==> config.mk <==
export PLATFORM = sky130hd
export DESIGN_NAME = wsmv_div
export DESIGN_NICKNAME = d
export VERILOG_FILES = /design/src/sv/wsmv_pkg.sv /design/src/sv/wsmv_div.sv
export SDC_FILE = /design/constraint.sdc
export NUM_CORES = 1
export LEC_CHECK = 0
export BUFFER_PORTS_ARGS = -buffer_cell sky130_fd_sc_hd__buf_2
export CAP_MARGIN = 20
export CORE_ASPECT_RATIO = 0.9
export CORE_MARGIN = 3
export CORE_UTILIZATION = 50
export DETAILED_ROUTE_END_ITERATION = 10
export PLACE_DENSITY_LB_ADDON = 0.2
export SYNTH_ARGS = -nofsm -noshare
export SYNTH_HDL_FRONTEND = slang
export SYNTH_SLANG_ARGS = --single-unit
==> constraint.sdc <==
create_clock -name aclk -period 3.1 [get_ports aclk]
set_input_delay 0.62 -clock aclk [delete_from_list [all_inputs] [get_ports aclk]]
set_output_delay 0.62 -clock aclk [all_outputs]
set_load 0.03 [all_outputs]
==> src/sv/wsmv_pkg.sv <==
// ----------------------------------------------------------------------------
// wsmv_pkg
// Shared types and constants for the weighted scalar mean/variance block.
// ----------------------------------------------------------------------------
package wsmv_pkg;

    // field widths
    localparam int VALUE_W      = 16;
    localparam int WEIGHT_W     = 16;
    localparam int MEAN_W       = 16;
    localparam int VAR_W        = 40;
    localparam int USED_W       = 11;
    localparam int FRAC_BITS    = 8;

    // default store depth
    localparam int MAX_SAMPLES_DEF = 1024;

    // shared multiplier operand widths
    localparam int MUL_A_W      = 2 * VALUE_W;
    localparam int MUL_B_W      = WEIGHT_W;
    localparam int MUL_P_W      = MUL_A_W + MUL_B_W;

    // divider: quotient shift register and step counter
    localparam int QUO_W        = VAR_W;
    localparam int STEP_W       = $clog2(QUO_W + 1);
    localparam int MEAN_STEPS   = MEAN_W;
    localparam int VAR_STEPS    = VAR_W;

    // stream widths
    localparam int S_TDATA_W    = VALUE_W + WEIGHT_W;
    localparam int M_PAYLOAD_W  = MEAN_W + VAR_W + USED_W;
    localparam int M_TDATA_W    = ((M_PAYLOAD_W + 7) / 8) * 8;
    localparam int M_TUSER_W    = 2;

    // sequencer states
    typedef enum logic [3:0] {
        ST_IDLE,
        ST_LMUL,
        ST_LACC,
        ST_MSTART,
        ST_MWAIT,
        ST_PRD,
        ST_PSQ,
        ST_PWM,
        ST_PAC,
        ST_VSTART,
        ST_VWAIT,
        ST_DONE
    } state_t;

    // divider handshake
    typedef struct packed {
        logic start;
        logic [STEP_W-1:0] steps;
    } div_ctrl_t;

endpackage

==> src/sv/wsmv_div.sv <==
// ----------------------------------------------------------------------------
// wsmv_div
// Restoring divider, one quotient bit per cycle. The caller supplies the
// upper part of the dividend as the starting remainder (already below the
// divisor) and the lower bits, MSB first, to shift in.
// ----------------------------------------------------------------------------
module wsmv_div #(
    parameter int DEN_W = 27
) (
    input  logic                          aclk,
    input  logic                          aresetn,
    input  wsmv_pkg::div_ctrl_t           ctrl,
    input  logic [DEN_W-1:0]              rem_init,
    input  logic [wsmv_pkg::QUO_W-1:0]    low_bits,
    input  logic [DEN_W-1:0]              den,
    output logic                          done,
    output logic [wsmv_pkg::QUO_W-1:0]    quotient
);

    logic                          busy_reg, busy_next;
    logic                          done_reg, done_next;
    logic [wsmv_pkg::STEP_W-1:0]   cnt_reg, cnt_next;
    logic [DEN_W-1:0]              rem_reg, rem_next;
    logic [DEN_W-1:0]              den_reg, den_next;
    logic [wsmv_pkg::QUO_W-1:0]    low_reg, low_next;
    logic [wsmv_pkg::QUO_W-1:0]    quo_reg, quo_next;
    logic [DEN_W:0]                rem_sh;
    logic [DEN_W:0]                diff;
    logic                          ge;

    // one compare-subtract step
    always_comb begin
        rem_sh = {rem_reg, low_reg[wsmv_pkg::QUO_W-1]};
        diff   = rem_sh - {1'b0, den_reg};
        ge     = (rem_sh >= {1'b0, den_reg});
    end

    // step control
    always_comb begin
        busy_next = busy_reg;
        done_next = 1'b0;
        cnt_next  = cnt_reg;
        rem_next  = rem_reg;
        den_next  = den_reg;
        low_next  = low_reg;
        quo_next  = quo_reg;
        if (ctrl.start) begin
            busy_next = 1'b1;
            cnt_next  = ctrl.steps;
            rem_next  = rem_init;
            den_next  = den;
            low_next  = low_bits;
            quo_next  = '0;
        end else if (busy_reg) begin
            rem_next = ge ? diff[DEN_W-1:0] : rem_sh[DEN_W-1:0];
            low_next = {low_reg[wsmv_pkg::QUO_W-2:0], 1'b0};
            quo_next = {quo_reg[wsmv_pkg::QUO_W-2:0], ge};
            cnt_next = cnt_reg - wsmv_pkg::STEP_W'(1);
            if (cnt_reg == wsmv_pkg::STEP_W'(1)) begin
                busy_next = 1'b0;
                done_next = 1'b1;
            end
        end
    end

    always_ff @(posedge aclk) begin
        if (!aresetn) begin
            busy_reg <= 1'b0;
            done_reg <= 1'b0;
            cnt_reg  <= '0;
        end else begin
            busy_reg <= busy_next;
            done_reg <= done_next;
            cnt_reg  <= cnt_next;
        end
        rem_reg <= rem_next;
        den_reg <= den_next;
        low_reg <= low_next;
        quo_reg <= quo_next;
    end

    assign done     = done_reg;
    assign quotient = quo_reg;

endmodule

; Yosys cells after proc, flatten, opt, wreduce, memory -nomap -nowiden
; Cells that the tools add are included.
[word_totals]
regBits = 142
latch_bits = 0
memories = 0
mem_bits_rw = 0
input_bits = 103
mem_bits_ro = 0
word_cells = 26
output_inout_bits = 41
[op_classes]
n_reduce_logical = 2
shift = 0
addsub = 2
multipliers = 0
mux = 11
eq_ne = 1
div = 0
bitwise_logic = 2
magnitude_cmp = 1
[op_table]
columns = operator, count
row1 = 2-to-1 mux 27 bit, 3
row2 = 2-to-1 mux 40 bit, 2
row3 = >= comparator 28 x 27 -> 1 bit, 1
row4 = subtractor 27 bit, 1
row5 = 2-to-1 mux 6 bit, 2
row6 = == test 6 x 1 -> 1 bit (second input constant), 1
row7 = subtractor 6 x 1 -> 6 bit (second input constant), 1
row8 = 2-to-1 mux 1 bit, 4
row9 = OR reduction 3 bit, 1
row10 = NOT 1 bit, 2
row11 = nonzero test 2 bit, 1

; Logic depth before layout (Yosys ltp)
[depth]
depth_word = 4
depth_mapped = 14
ltp_nobuf = 12

; Worst setup path before layout
; OpenSTA, ideal clock, no wires.
[synth_path]
path_kind = register -> register
start = register den_reg[0]
end = register rem_reg[1] (data pin)
required_ns = 2.840
arrival_time_ns = 2.762
path_stages_with_launch = 13
synth_period_minus_slack_ns = 3.022
slack_ns = 0.078
cell_sequence = edfxtp_1 > ha_1 > fa_1 > nand2b_1 > a211oi_1 > o21ai_1 > o211ai_2 > nor3_1 > o31a_1 > o21a_1 > buf_6 > mux2i_1 > mux2_2
[synth_between]
elab_chain_cells = 4
word_cells_on_any_way = 5
[synth_lines]
columns = item, line
row1 = from (decl), wsmv_div.sv:24  ; logic [DEN_W-1:0] den_reg, den_next;
row2 = from (signal assigned), wsmv_div.sv:77  ; den_reg <= den_next;
row3 = subtractor 27 bit / >= comparator 28 x 27 -> 1 bit (equally long branches), "wsmv_div.sv:34, wsmv_div.sv:35"
row4 = 2-to-1 mux 27 bit (*), wsmv_div.sv:55  ; rem_next = ge ? diff[DEN_W-1:0] : rem_sh[DEN_W-1:0];
row5 = 2-to-1 mux 27 bit (*), wsmv_div.sv:54  ; end else if (busy_reg) begin
row6 = 2-to-1 mux 27 bit (*), wsmv_div.sv:47  ; if (ctrl.start) begin
row7 = net rem_next[1], wsmv_div.sv:23  ; logic [DEN_W-1:0] rem_reg, rem_next;
row8 = to (signal assigned), wsmv_div.sv:76  ; rem_reg <= rem_next;
row9 = to (decl), wsmv_div.sv:23
; Mark *: on every way through the listed nets, which the timed path passes. The rest lies on a longest branch. The select of a mux whose other input is x is not followed.
; A chain may end at the register's enable or synchronous reset.

; Final worst setup path
[layout_path]
start = register low_reg[39] (netlist bit)
end = register rem_reg[1] (data pin)
[layout_between]
elab_chain_cells = 4
word_cells_on_any_way = 5
[layout_lines]
columns = item, line
row1 = from (decl), wsmv_div.sv:25  ; logic [wsmv_pkg::QUO_W-1:0] low_reg, low_next;
row2 = from (signal assigned), wsmv_div.sv:78  ; low_reg <= low_next;
row3 = subtractor 27 bit / >= comparator 28 x 27 -> 1 bit (equally long branches), "wsmv_div.sv:34, wsmv_div.sv:35"
row4 = 2-to-1 mux 27 bit (*), wsmv_div.sv:55
row5 = 2-to-1 mux 27 bit (*), wsmv_div.sv:54
row6 = 2-to-1 mux 27 bit (*), wsmv_div.sv:47
row7 = net rem_next[1], wsmv_div.sv:23
; Marked as above.

==> results.txt <==
Register bit total from synthesis: 142
Placed Instances: 962
Sequential power share: 38.0%
Ys async rst share: 0%
Remaining Overflow, GRT: 0
Most frequent cell after synthesis: edfxtp_1
Global router's overall resource usage: 20.0%
CP arrival: 3120 ps
Crit share post-route: 95.1%
Most frequent cells after synthesis: edfxtp_1, nor2_1, nand2_1
DRC Markers: 0
Max rail drop VDD: 0.427 mV
# clock sinks: 142
Synth-to-Final Area Change: 23.1%
Root buf cell: clkbuf_16
I/O pins: 144
Worst skew pair latency: 420 ps
Endpoints failing hold: 0
Final wirelength: 15.8 mm
Post-route minimum period: 2950 ps
Psw: 0.00194 W
Worst Path Max Fanout: 10
Routed vias/inst: 5.29
Die Area: 15800 um^2
Ys Warns: 0
Final slew viol count: 0
DR iter-0 viols: 259
CP Launch Type: flop
First-pass GRT wire length: 25.6 mm
Internal Pwr Total: 0.00436 W
Max clock buf depth: 2
Biggest area consumer among synthesized cells: edfxtp_1
Critical path required time: 3270 ps
Die span in x: 132 um
CORE AREA: 13700 um^2
Initial antenna violation count: 5
Worst rel slew slack: 40.2%
Pin count of the biggest net entering global routing: 165
Total number of vias: 5273
Fillers: 1116
Mean post-synth cell area: 11.1 um^2
Post-Syn Instances: 642
Switching Share: 30.8%
Max Clock Skew: 8.27 ps
Logic pwr share: 30.5%
Row count: 40
Worst-path clk slew: 60 ps
Power Density: 715 nW/um^2
Routed Antenna Nets: 0
Crit Path Class: flop to flop
# port buffers: 143
FMAX: 0.339 GHz
Drt pass-1 iters: 6
Post-synth top flop: edfxtp_1
Max H-tree Level: 4
Seq/Total Area, Yosys: 52.9%
Vias in the first global route: 5391
Post-Syn Area: 7150 um^2
RSZ-0062 raised after global routing: false
Placer Congestion: 0.948
Unique masters post-synth: 50
HPWL after detailed placement: 10.8 mm
Final core utilization: 64.4%
WL/cell: 15.9 um
CTS tree: yes
Total of max-cap violations: 0
# nets final: 926
Outcome: finished clean
Top cells by area, synth: edfxtp_1, dfxtp_1, mux2_2
Clock power share: 31.6%
EDFF count, synth: 94
Hold crit path type: primary input to flop
Critical path endpoint category: flop
Non-filler cells, final: 997
Starting Density: 52.4%
Layout cell share with drive strength beyond 1: 31.5%
Yosys top cell area share: 39.5%
Die Y: 119 um
Syn_nets: 775
Actual slew at the worst max-slew pin: 897 ps
CTS Buf Count: 17
Static Leakage: 3.76 nW
Final Setup Violations: 0
[worst paths after layout]
check,startpoint,end,slack (ps),cells past startpoint
max,low_reg[39],rem_reg[1],150,13
min,den[23],den_reg[23],370,1
max reg2reg,low_reg[39],rem_reg[1],150,13
min reg2reg,quotient[36],quotient[36],520,2
[logic make-up after synthesis]
group	count (synthesis)	share of synthesized area, %
AO/OA/AOI/OAI	106	9.74
XOR/XNOR	30	3.67
adder cells (fa/ha/maj)	30	5.35
buffers and inverters	66	3.99
flip-flops	142	52.9
multiplexers	87	12.9
AND/OR/NAND/NOR	181	11.5
[critical path, stage by stage, from the launching register on]
cell and delay (ps):
edfxtp_1 330, inv_1 60, ha_2 190, fa_2 340, nand2b_4 160, a211oi_4 210
o21ai_2 90, o211ai_2 180, nor3_1 80, o31a_1 280, o21a_4 250, buf_12 150
mux2i_1 120, mux2_2 260
[power by group through the flow]
stage	Clock, W	Combinational (W)	Sequential (W)
global placement	0	0.00176	0.00242
detailed placement	0	0.00180	0.00243
global route	0.00210	0.00212	0.00242
floorplan	0	0.00136	0.00240
CTS	0.00202	0.00184	0.00239
finish	0.00199	0.00192	0.00239
[layout make-up]
cell class                 instances  area, um^2  share of cell area [%]
multi-input combinational        434        3140                    35.7
clock buffer                      23         514                    5.84
tap                              189         236                    2.69
antenna                            2        5.00                  0.0569
sequential                       142        3780                    43.0
inverter                          34         128                    1.45
timing repair buffer             164         926                    10.5
clock inverter                     9        70.1                   0.796
[repair_timing]
item,4_1_cts,5_1_grt
setup buffers,0,0
hold buffers,0,0
setup endpoints to repair,18,27
resized for setup,4,10
pin swaps,1,6
gates cloned,0,1
[metrics by stage]
step	total power (W)	instance area [um^2]	hold WS, ps	setup TNS [ps]	setup WS [ps]
CTS	0.00625	8730	351	0	4.40
global route	0.00664	8800	351	0	9.35
floorplan	0.00375	7150	512	0	78.3
detailed placement	0.00423	8130	512	-1060	-99.9
global placement	0.00418	8130	469	0	37.0
finish	0.00630	8800	372	0	151
[cells in the final DEF, fill, tap and decap left out, drive strengths merged, types with 7 or more instances in the layout]
cell type / count
buf: 163
edfxtp: 94
nor2: 61
nand2: 55
dfxtp: 48
mux2i: 46
mux2: 41
inv: 38
a21oi: 30
ha: 29
o21ai: 26
nand3: 25
clkbuf: 24
o311ai: 18
xnor2: 17
xor2: 13
nand2b: 10
a211oi: 8
and2: 7
[layer usage]
layer / wire length (um) / share of wire [%] / track usage (%) / vias to the layer above
li1: - / - / - / 2624
met1: 6810 / 43 / 24.0 / 2510
met2: 7730 / 49 / 33.0 / 113
met3: 1090 / 6.9 / 7.26 / 20
met4: 157 / 0.99 / 7.68 / 6
met5: 33 / 0.21 / 0 / -
Power figures use the tool's default switching activity.
